## src/rtl/hcbd_pkg.sv

```systemverilog
`timescale 1ns / 1ps

package hcbd_pkg;

    // Configuration register width and reset value
    localparam int CFG_W = 32;
    localparam logic [CFG_W-1:0] MAX_BODY_RESET = 32'h0010_0000;

    // Default width of the chunk size counters
    localparam int SIZE_BITS_DEF = 32;

    // Running body total is kept wide so that it never wraps before the limit check
    localparam int TOTAL_W = 64;

    // Protocol characters
    localparam logic [7:0] CH_CR   = 8'h0d;
    localparam logic [7:0] CH_LF   = 8'h0a;
    localparam logic [7:0] CH_ZERO = 8'h30;

    typedef enum logic [2:0] {
        PH_SIZE_FIRST = 3'd0,
        PH_SIZE_MORE  = 3'd1,
        PH_SIZE_LF    = 3'd2,
        PH_DATA       = 3'd3,
        PH_DATA_CR    = 3'd4,
        PH_DATA_LF    = 3'd5,
        PH_DONE       = 3'd6,
        PH_FAILED     = 3'd7
    } t_phase;

    typedef enum logic [1:0] {
        ST_BUSY = 2'd0,
        ST_DONE = 2'd1,
        ST_FAIL = 2'd2
    } t_status;

    typedef enum logic [2:0] {
        ERR_NONE       = 3'd0,
        ERR_BAD_DIGIT  = 3'd1,
        ERR_NO_LF      = 3'd2,
        ERR_LEAD_ZERO  = 3'd3,
        ERR_TOO_LARGE  = 3'd4,
        ERR_BAD_END    = 3'd5,
        ERR_AFTER_END  = 3'd6
    } t_err;

    // One decoded result
    typedef struct packed {
        logic [7:0] body_byte;
        logic       body_valid;
        t_status    status;
        t_err       error_kind;
    } t_result;

    // Return {invalid, value}; invalid is set for a byte that is not a hex digit
    function automatic logic [4:0] hex_value(input logic [7:0] c);
        logic [4:0] v;
        v = 5'h10;
        if (c >= 8'h30 && c <= 8'h39) begin
            v = {1'b0, c[3:0]};
        end else if ((c >= 8'h61 && c <= 8'h66) || (c >= 8'h41 && c <= 8'h46)) begin
            v = {1'b0, 4'(c[3:0] + 4'd9)};
        end
        return v;
    endfunction

endpackage

```

## src/rtl/hcbd_if.sv

```systemverilog
`timescale 1ns / 1ps

// Raw byte channel into the decoder
interface hcbd_in_if;
    logic       valid;
    logic       ready;
    logic       new_message;
    logic [7:0] data_byte;

    modport source (output valid, output new_message, output data_byte, input ready);
    modport sink   (input valid, input new_message, input data_byte, output ready);
endinterface

// Decoded result channel out of the decoder
interface hcbd_out_if;
    logic       valid;
    logic       ready;
    logic [7:0] body_byte;
    logic       body_valid;
    logic [1:0] status;
    logic [2:0] error_kind;

    modport source (output valid, output body_byte, output body_valid, output status,
                    output error_kind, input ready);
    modport sink   (input valid, input body_byte, input body_valid, input status,
                    input error_kind, output ready);
endinterface

```

## src/rtl/hcbd_core.sv

```systemverilog
`timescale 1ns / 1ps

module hcbd_core
    import hcbd_pkg::*;
#(
    parameter int SIZE_BITS = SIZE_BITS_DEF
) (
    input  logic             i_clk,
    input  logic             i_rst_n,
    input  logic             i_step,
    input  logic             i_new_message,
    input  logic [7:0]       i_data_byte,
    input  logic [CFG_W-1:0] i_max_body_bytes,
    output t_result          o_result
);

    t_phase               r_phase, n_phase;
    logic [SIZE_BITS-1:0] r_size, n_size;
    logic                 r_multi, n_multi;
    logic                 r_first_zero, n_first_zero;
    logic [SIZE_BITS-1:0] r_left, n_left;
    logic [TOTAL_W-1:0]   r_total, n_total;

    t_phase               cur_phase;
    logic [SIZE_BITS-1:0] cur_size;
    logic                 cur_multi;
    logic                 cur_first_zero;
    logic [SIZE_BITS-1:0] cur_left;
    logic [TOTAL_W-1:0]   cur_total;

    logic [4:0]           hex;
    logic [TOTAL_W-1:0]   size_wide;
    logic [TOTAL_W-1:0]   room;
    logic [SIZE_BITS-1:0] left_dec;
    t_err                 err;
    t_status              st;
    logic                 valid;

    // Hold decoder state; advance on each request
    always_ff @(posedge i_clk) begin
        if (!i_rst_n) begin
            r_phase      <= PH_SIZE_FIRST;
            r_size       <= '0;
            r_multi      <= 1'b0;
            r_first_zero <= 1'b0;
            r_left       <= '0;
            r_total      <= '0;
        end else if (i_step) begin
            r_phase      <= n_phase;
            r_size       <= n_size;
            r_multi      <= n_multi;
            r_first_zero <= n_first_zero;
            r_left       <= n_left;
            r_total      <= n_total;
        end
    end

    // Clear state at the start of a message
    always_comb begin
        cur_phase      = i_new_message ? PH_SIZE_FIRST : r_phase;
        cur_size       = i_new_message ? '0 : r_size;
        cur_multi      = i_new_message ? 1'b0 : r_multi;
        cur_first_zero = i_new_message ? 1'b0 : r_first_zero;
        cur_left       = i_new_message ? '0 : r_left;
        cur_total      = i_new_message ? '0 : r_total;
    end

    assign hex       = hex_value(i_data_byte);
    assign size_wide = TOTAL_W'(cur_size);
    assign room      = TOTAL_W'(i_max_body_bytes) - cur_total;
    assign left_dec  = cur_left - SIZE_BITS'(1);

    // Decode one byte against the current phase
    always_comb begin
        n_phase      = cur_phase;
        n_size       = cur_size;
        n_multi      = cur_multi;
        n_first_zero = cur_first_zero;
        n_left       = cur_left;
        n_total      = cur_total;
        err          = ERR_NONE;
        st           = ST_BUSY;
        valid        = 1'b0;

        unique case (cur_phase)
            PH_SIZE_FIRST: begin
                if (hex[4]) begin
                    err = ERR_BAD_DIGIT;
                end else begin
                    n_size       = SIZE_BITS'(hex[3:0]);
                    n_first_zero = (i_data_byte == CH_ZERO);
                    n_multi      = 1'b0;
                    n_phase      = PH_SIZE_MORE;
                end
            end
            PH_SIZE_MORE: begin
                if (i_data_byte == CH_CR) begin
                    n_phase = PH_SIZE_LF;
                end else if (hex[4]) begin
                    err = ERR_BAD_DIGIT;
                end else begin
                    n_multi = 1'b1;
                    if (|cur_size[SIZE_BITS-1 -: 4]) begin
                        err = ERR_TOO_LARGE;
                    end else begin
                        n_size = {cur_size[SIZE_BITS-5:0], hex[3:0]};
                    end
                end
            end
            PH_SIZE_LF: begin
                if (i_data_byte != CH_LF) begin
                    err = ERR_NO_LF;
                end else if (cur_first_zero) begin
                    if (cur_multi) begin
                        err = ERR_LEAD_ZERO;
                    end else begin
                        n_phase = PH_DONE;
                        st      = ST_DONE;
                    end
                end else if (size_wide > room) begin
                    err = ERR_TOO_LARGE;
                end else begin
                    n_total = cur_total + size_wide;
                    n_left  = cur_size;
                    n_size  = '0;
                    n_phase = (cur_size != '0) ? PH_DATA : PH_DATA_CR;
                end
            end
            PH_DATA: begin
                valid  = 1'b1;
                n_left = left_dec;
                if (left_dec == '0) begin
                    n_phase = PH_DATA_CR;
                end
            end
            PH_DATA_CR: begin
                if (i_data_byte != CH_CR) begin
                    err = ERR_BAD_END;
                end else begin
                    n_phase = PH_DATA_LF;
                end
            end
            PH_DATA_LF: begin
                if (i_data_byte != CH_LF) begin
                    err = ERR_BAD_END;
                end else begin
                    n_phase = PH_SIZE_FIRST;
                end
            end
            PH_DONE, PH_FAILED: begin
                err = ERR_AFTER_END;
            end
            default: begin
                err = ERR_AFTER_END;
            end
        endcase

        // Any error drops the byte and parks the decoder
        if (err != ERR_NONE) begin
            n_phase = PH_FAILED;
            st      = ST_FAIL;
            valid   = 1'b0;
        end

        o_result.body_byte  = valid ? i_data_byte : 8'h00;
        o_result.body_valid = valid;
        o_result.status     = st;
        o_result.error_kind = err;
    end

endmodule

```

## src/rtl/http_chunked_body_decoder_unit.sv

```systemverilog
`timescale 1ns / 1ps

// Chunked HTTP body decoder: one raw byte in, one result out per request.
// Input channel i_in carries new_message and data_byte; set new_message on
// the first byte of a message to clear the parse state. Output channel o_out
// returns one result per input byte: body_byte/body_valid for payload bytes,
// status (in progress, finished, failed) and error_kind.
// The size limit is written through i_cfg_we/i_cfg_wdata; write it only
// while no bytes are in flight.
// From input acceptance to the earliest output handshake, a byte passes
// through the input register and then the output register. Throughput is
// one byte per cycle while the receiver does not stall.
// When the receiver stalls, the output register holds its result and the
// input register still takes one more byte before ready drops.
// Reset clears the parse state to the start of a size line, empties both
// registers and loads the size limit with 1 MiB.
module http_chunked_body_decoder_unit
    import hcbd_pkg::*;
#(
    parameter int SIZE_BITS = SIZE_BITS_DEF
) (
    input  logic             i_clk,
    input  logic             i_rst_n,
    hcbd_in_if.sink          i_in,
    hcbd_out_if.source       o_out,
    input  logic             i_cfg_we,
    input  logic [CFG_W-1:0] i_cfg_wdata
);

    logic [CFG_W-1:0] r_max;
    logic             r_in_valid;
    logic             r_in_new;
    logic [7:0]       r_in_byte;
    logic             r_out_valid;
    t_result          r_out;
    t_result          result;
    logic             advance;

    // Hold the size limit
    always_ff @(posedge i_clk) begin
        if (!i_rst_n) begin
            r_max <= MAX_BODY_RESET;
        end else if (i_cfg_we) begin
            r_max <= i_cfg_wdata;
        end
    end

    // Move a request from the input register into the output register
    assign advance    = r_in_valid && (!r_out_valid || o_out.ready);
    assign i_in.ready = !r_in_valid || advance;

    // Capture the incoming request
    always_ff @(posedge i_clk) begin
        if (!i_rst_n) begin
            r_in_valid <= 1'b0;
        end else if (i_in.ready) begin
            r_in_valid <= i_in.valid;
        end
    end

    always_ff @(posedge i_clk) begin
        if (i_in.ready && i_in.valid) begin
            r_in_new  <= i_in.new_message;
            r_in_byte <= i_in.data_byte;
        end
    end

    hcbd_core #(
        .SIZE_BITS(SIZE_BITS)
    ) u_core (
        .i_clk           (i_clk),
        .i_rst_n         (i_rst_n),
        .i_step          (advance),
        .i_new_message   (r_in_new),
        .i_data_byte     (r_in_byte),
        .i_max_body_bytes(r_max),
        .o_result        (result)
    );

    // Hold the result until the receiver takes it
    always_ff @(posedge i_clk) begin
        if (!i_rst_n) begin
            r_out_valid <= 1'b0;
        end else if (advance) begin
            r_out_valid <= 1'b1;
        end else if (o_out.ready) begin
            r_out_valid <= 1'b0;
        end
    end

    always_ff @(posedge i_clk) begin
        if (advance) begin
            r_out <= result;
        end
    end

    assign o_out.valid      = r_out_valid;
    assign o_out.body_byte  = r_out.body_byte;
    assign o_out.body_valid = r_out.body_valid;
    assign o_out.status     = r_out.status;
    assign o_out.error_kind = r_out.error_kind;

endmodule

```

## src/flat_wrapper.sv

```systemverilog
// flat-port wrapper written by rule: the top's interface ports become plain ports
module http_chunked_body_decoder_unit_flat import hcbd_pkg::*;
#(
    parameter int SIZE_BITS = SIZE_BITS_DEF
)
  (i_clk, i_rst_n, i_cfg_we, i_cfg_wdata, i_in_valid, i_in_new_message, i_in_data_byte, i_in_ready, o_out_valid, o_out_body_byte, o_out_body_valid, o_out_status, o_out_error_kind, o_out_ready);
  hcbd_in_if i_in_i ();
  hcbd_out_if o_out_i ();
  input  logic i_clk;
  input  logic i_rst_n;
  input  logic i_cfg_we;
  input  logic [CFG_W-1:0] i_cfg_wdata;
  input wire logic [$bits(i_in_i.valid)-1:0] i_in_valid;
  input wire logic [$bits(i_in_i.new_message)-1:0] i_in_new_message;
  input wire logic [$bits(i_in_i.data_byte)-1:0] i_in_data_byte;
  output wire logic [$bits(i_in_i.ready)-1:0] i_in_ready;
  output wire logic [$bits(o_out_i.valid)-1:0] o_out_valid;
  output wire logic [$bits(o_out_i.body_byte)-1:0] o_out_body_byte;
  output wire logic [$bits(o_out_i.body_valid)-1:0] o_out_body_valid;
  output wire logic [$bits(o_out_i.status)-1:0] o_out_status;
  output wire logic [$bits(o_out_i.error_kind)-1:0] o_out_error_kind;
  input wire logic [$bits(o_out_i.ready)-1:0] o_out_ready;
  assign i_in_i.valid = i_in_valid;
  assign i_in_i.new_message = i_in_new_message;
  assign i_in_i.data_byte = i_in_data_byte;
  assign i_in_ready = i_in_i.ready;
  assign o_out_valid = o_out_i.valid;
  assign o_out_body_byte = o_out_i.body_byte;
  assign o_out_body_valid = o_out_i.body_valid;
  assign o_out_status = o_out_i.status;
  assign o_out_error_kind = o_out_i.error_kind;
  assign o_out_i.ready = o_out_ready;
  http_chunked_body_decoder_unit #(.SIZE_BITS(SIZE_BITS)) u_core (.i_clk(i_clk), .i_rst_n(i_rst_n), .i_in(i_in_i), .o_out(o_out_i), .i_cfg_we(i_cfg_we), .i_cfg_wdata(i_cfg_wdata));
endmodule
```

## config.mk

```make
export PLATFORM = sky130hd
export DESIGN_NAME = http_chunked_body_decoder_unit_flat
export DESIGN_NICKNAME = d
export VERILOG_FILES = /design/src/rtl/hcbd_pkg.sv /design/src/rtl/hcbd_if.sv /design/src/rtl/hcbd_core.sv /design/src/rtl/http_chunked_body_decoder_unit.sv /design/src/flat_wrapper.sv
export SDC_FILE = /design/constraint.sdc
export NUM_CORES = 1
export LEC_CHECK = 0
export ABC_AREA = 1
export BUFFER_PORTS_ARGS = -buffer_cell sky130_fd_sc_hd__buf_2
export CAP_MARGIN = 25
export CORE_MARGIN = 5
export CORE_UTILIZATION = 59
export CTS_CLUSTER_DIAMETER = 150
export DETAILED_ROUTE_END_ITERATION = 10
export GPL_TIMING_DRIVEN = 0
export PLACE_DENSITY = 0.76
export SYNTH_ARGS = -nofsm -noshare
export SYNTH_HDL_FRONTEND = slang
export SYNTH_SLANG_ARGS = --single-unit
```

## constraint.sdc

```tcl
create_clock -name i_clk -period 5.2 [get_ports i_clk]
set_clock_uncertainty 0.2 [all_clocks]
set_input_delay 0.26 -clock i_clk [delete_from_list [all_inputs] [get_ports i_clk]]
set_output_delay 0.26 -clock i_clk [all_outputs]
set_load 0.02 [all_outputs]
```

==> impl_metrics.ini, run 1 <==
[status]
outcome = stopped before the end
stop_stage = 5_1_grt
tool.error = [ERROR GRT-0232] Routing congestion too high. Check the congestion heatmap in the GUI.

[yosys]
ys_types = 54
syn_inst = 3432
synth_area_leader_cell = nand2_1
synthArstFlopShare_pct = 0
yosysTopAreaCellShare_pct = 19.3
syn_avg_cell_area_um2 = 5.69
synth_area_um2 = 19500
synth-edff-count = 23
synth-seq-area-share_pct = 20.7
netlist_top_cells_count = nand2_1, inv_1, nor2_1
synth_ff_type = dfxtp_1
synth.area.top_cells = nand2_1, dfxtp_1, inv_1, nor2_1, a21oi_1
ys_warn_count = 0
synth_nets = 3582
yosys_register_bits = 190
synth.most_common_cell = nand2_1

[floorplan]
die_y_um = 192
die_x_um = 192
start_util_pct = 59.9
io_pins = 62
rows = 66

[place]
place_hpwl_mm = 63.1
place_ws_ns = -1.97
globalplace.congestion = 1.05
io_buffer_count = 61

[clock_network]
cts.sinks = 190
cts_buffer_depth = 2
cts-root-buf = clkbuf_16
cts.htree.levels = 4
cts_buffers = 17

[timing]
worst_endpoint = u_core.u_core.r_total[16]$_SDFFE_PN0P_/D
worst-ep-kind = register input

[grt]
grt_usage_pct = 67.6
grt_antenna_before_repair = 18
grt_max_degree = 20
grt_overflow = 3
==> logic make-up after synthesis <==
logic type / synth area share (%)
simple gates: 37.7
fa+ha+maj: 6.74
xor+xnor: 4.35
compound gates: 17.8
buf+inv: 12.8
flops: 20.7
==> metal layers <==
metal,GRT overflow,global-route usage [%]
met1,0,68.5
met2,2,85.6
met3,0,51.1
met4,0,61.5
met5,1,30.8
==> timing repair <==
action | in CTS
endpoints found under the hold margin | 43
gates cloned | 6
setup endpoints to repair | 134
setup buffers | 40
hold buffers | 44
resized for setup | 254
pin swaps | 51
==> metrics by stage <==
stage | hold WS (ns) | instance area [um^2] | std cells
after CTS | 0.110 | 23100 | 4054
after detailed placement | 0.238 | 20400 | 3936
after global placement | 0.238 | 20400 | 3935
after floorplan | 0.159 | 19500 | 3432
==> inputs of run 2 (changes only) <==
--- a/config.mk
+++ b/config.mk
@@ -9,11 +9,10 @@
 export BUFFER_PORTS_ARGS = -buffer_cell sky130_fd_sc_hd__buf_2
 export CAP_MARGIN = 25
 export CORE_MARGIN = 5
-export CORE_UTILIZATION = 59
-export CTS_CLUSTER_DIAMETER = 150
+export CORE_UTILIZATION = 40
 export DETAILED_ROUTE_END_ITERATION = 10
 export GPL_TIMING_DRIVEN = 0
-export PLACE_DENSITY = 0.76
+export PLACE_DENSITY_LB_ADDON = 0.15
 export SYNTH_ARGS = -nofsm -noshare
 export SYNTH_HDL_FRONTEND = slang
 export SYNTH_SLANG_ARGS = --single-unit
==> constraint.sdc (replaced) <==
create_clock -name i_clk -period 6.8 [get_ports i_clk]
set_clock_uncertainty 0.2 [all_clocks]
set_input_delay 0.34 -clock i_clk [delete_from_list [all_inputs] [get_ports i_clk]]
set_output_delay 0.34 -clock i_clk [all_outputs]
set_load 0.02 [all_outputs]
==> run 2 against run 1 <==
- the run now ends clean
- area after synthesis unchanged
- synthesized cell count is the same
==> impl_metrics.ini, run 2 <==
[timing]
maxSlewHeadroom_pct = 17.3
worst_pin_slew_ns = 1.24
layout_setup_ws_ns = 0.329
setup_tns_ns = 0
hold_violations = 0
finalMaxSlewViolations = 0
grt_setup_unrepaired = no
max_freq_ghz = 0.155
finalCritPeriodShare_pct = 95.2
min_period_ns = 6.47
setup_viol = 0
hold_slack_ns = 0.187

[clock_network]
clk_pin_slew_ns = 0.09
clock_latency_ns = 0.53
postCtsSetupBuffers = 0
cts_buffers = 17
cts_tree = built
cts.htree.levels = 4
cts-root-buf = clkbuf_16
cts.sinks = 190
cts_buffer_depth = 2

[final_layout]
drive_gt1_share_pct = 5.38
fillCellCount = 5480
top_register = u_core.u_core.r_total
final_nets = 3704
area_growth_pct = 11.6
final_cell_mix = nand2_1, inv_1, nor2_1
diodes = 0
largest_reg_flops = 64
layout.cells.non_filler = 4189
design_area_um2 = 21800
final_common_cell = nand2_1

[floorplan]
coreArea_um2 = 48600
dieArea_um2 = 53300
die_y_um = 231
die_x_um = 231
rows = 81
io_pins = 62
start_util_pct = 40.1

[yosys]
synth.most_common_cell = nand2_1
synth-edff-count = 23
synth_nets = 3582
synth-seq-area-share_pct = 20.7
syn_avg_cell_area_um2 = 5.69
ys_types = 54
syn_inst = 3432
synthArstFlopShare_pct = 0
yosysTopAreaCellShare_pct = 19.3
synth_ff_type = dfxtp_1
synth_area_leader_cell = nand2_1
netlist_top_cells_count = nand2_1, inv_1, nor2_1
synth.area.top_cells = nand2_1, dfxtp_1, inv_1, nor2_1, a21oi_1
ys_warn_count = 0
yosys_register_bits = 190
synth_area_um2 = 19500

[setup_path]
r2r_start = u_core.r_in_new
reg2reg_slack_ns = 0.33
start_kind = flip-flop
reg2regPathDepth = 33
required_ns = 7.05
critPathKind = flip-flop to flip-flop
crit_path_max_fanout = 28
timing.rr.end = u_core.u_core.r_left[7]
endpoint_kind = flip-flop
crit_top_cell = nand2_1
cp.arrival_ns = 6.72
slowest_stage = ha_1
critPathMaxStageDelay_ns = 0.40

[grt]
grt_pass1_wl_mm = 122
grt_max_degree = 23
grt_usage_pct = 29.4
grt_pass1_vias = 21400
grt_antenna_before_repair = 1
grt_overflow = 0

[place]
place_ws_ns = -1.77
io_buffer_count = 61
globalplace.congestion = 1.00
place_hpwl_mm = 64.1
placed_area_um2 = 20600
placed_cells = 4116

[routing]
num_vias = 22700
routedWlPerCell_um = 19.1
drt_wl_total_mm = 79.9
routed_via_density = 5.41
drc = 0
drt-initial-drc-count = 2256
drt-pass1-iter-count = 6
ant_nets = 0

[power]
p_per_area_nw_per_um2 = 155
p_leak_nw = 11.0
vdd_drop_max_uv = 190

[hold_path]
hold_path_end = u_core.r_max[31]
hp-class = primary input to flip-flop
hold_start = i_cfg_we
hold_path_depth = 4

[run]
cap_violations = 0

[status]
outcome = finished, final reports clean
[run 2: worst max-delay path, delay by kind of cell (launching register included)]
kind / cells / cell delay (ns)
compound gates: 2 / 0.31
buf+inv: 7 / 1.59
flops: 1 / 0.39
xor+xnor: 1 / 0.13
simple gates: 21 / 3.01
fa+ha+maj: 2 / 0.69
[run 2: report_power, final]
group | internal (mW) | total, mW | switching [mW]
Sequential | 1.18 | 1.20 | 0.0254
Clock | 0.544 | 1.14 | 0.600
Combinational | 0.329 | 1.02 | 0.693
[run 2: worst max-delay path by stage]
stage	start	slack (ns)	depth (start not counted)	to
6_report	u_core.r_in_new	0.33	33	u_core.u_core.r_left[7]
3_5_place_dp	u_core.r_in_new	-1.77	34	u_core.o_out.status[0]
2_1_floorplan	u_core.r_in_new	1.11	38	u_core.u_core.r_left[20]
3_3_place_gp	u_core.r_in_new	-1.83	34	u_core.o_out.status[0]
5_1_grt	u_core.r_in_new	0.01	34	u_core.u_core.r_left[15]
4_1_cts	u_core.r_in_new	0.006	35	u_core.u_core.r_left[13]
[run 2: what timing repair did]
item,in CTS,in global routing
setup endpoints to repair,134,134
resized for setup,11,15
hold buffers,44,0
endpoints found under the hold margin,43,0
[run 2: area by class of cell]
| type | count | area, um^2 | area share (%) |
|---|---|---|---|
| multi-input combinational | 2611 | 13100 | 59.9 |
| sequential | 190 | 4030 | 18.5 |
| inverter | 509 | 1910 | 8.78 |
| tap | 622 | 778 | 3.57 |
| timing repair buffer | 106 | 761 | 3.49 |
| buffer | 119 | 588 | 2.70 |
| clock buffer | 17 | 425 | 1.95 |
| clock inverter | 15 | 225 | 1.03 |
[run 2: metrics by stage]
stage                     util [%]  total power [mW]
final                         44.8              3.37
after global routing          44.8              3.55
after CTS                     44.7              3.37
after detailed placement      42.4              2.21
after global placement        42.4              2.21
after floorplan                  -              1.92
[run 2: cells by family after synthesis]
family / count (synthesis) / synth area share, %
simple gates: 1777 / 37.7
compound gates: 633 / 17.8
buf+inv: 631 / 12.8
flops: 190 / 20.7
fa+ha+maj: 104 / 6.74
xor+xnor: 97 / 4.35
[run 2: routing by layer]
metal	routed length, um	track usage (%)	vias up
met1	34100	37.9	10200
met3	6150	5.08	204
met2	35200	47.1	911
met5	13	0	-
li1	-	-	11300
met4	4460	15.5	2
Power figures use the tool's default switching activity.
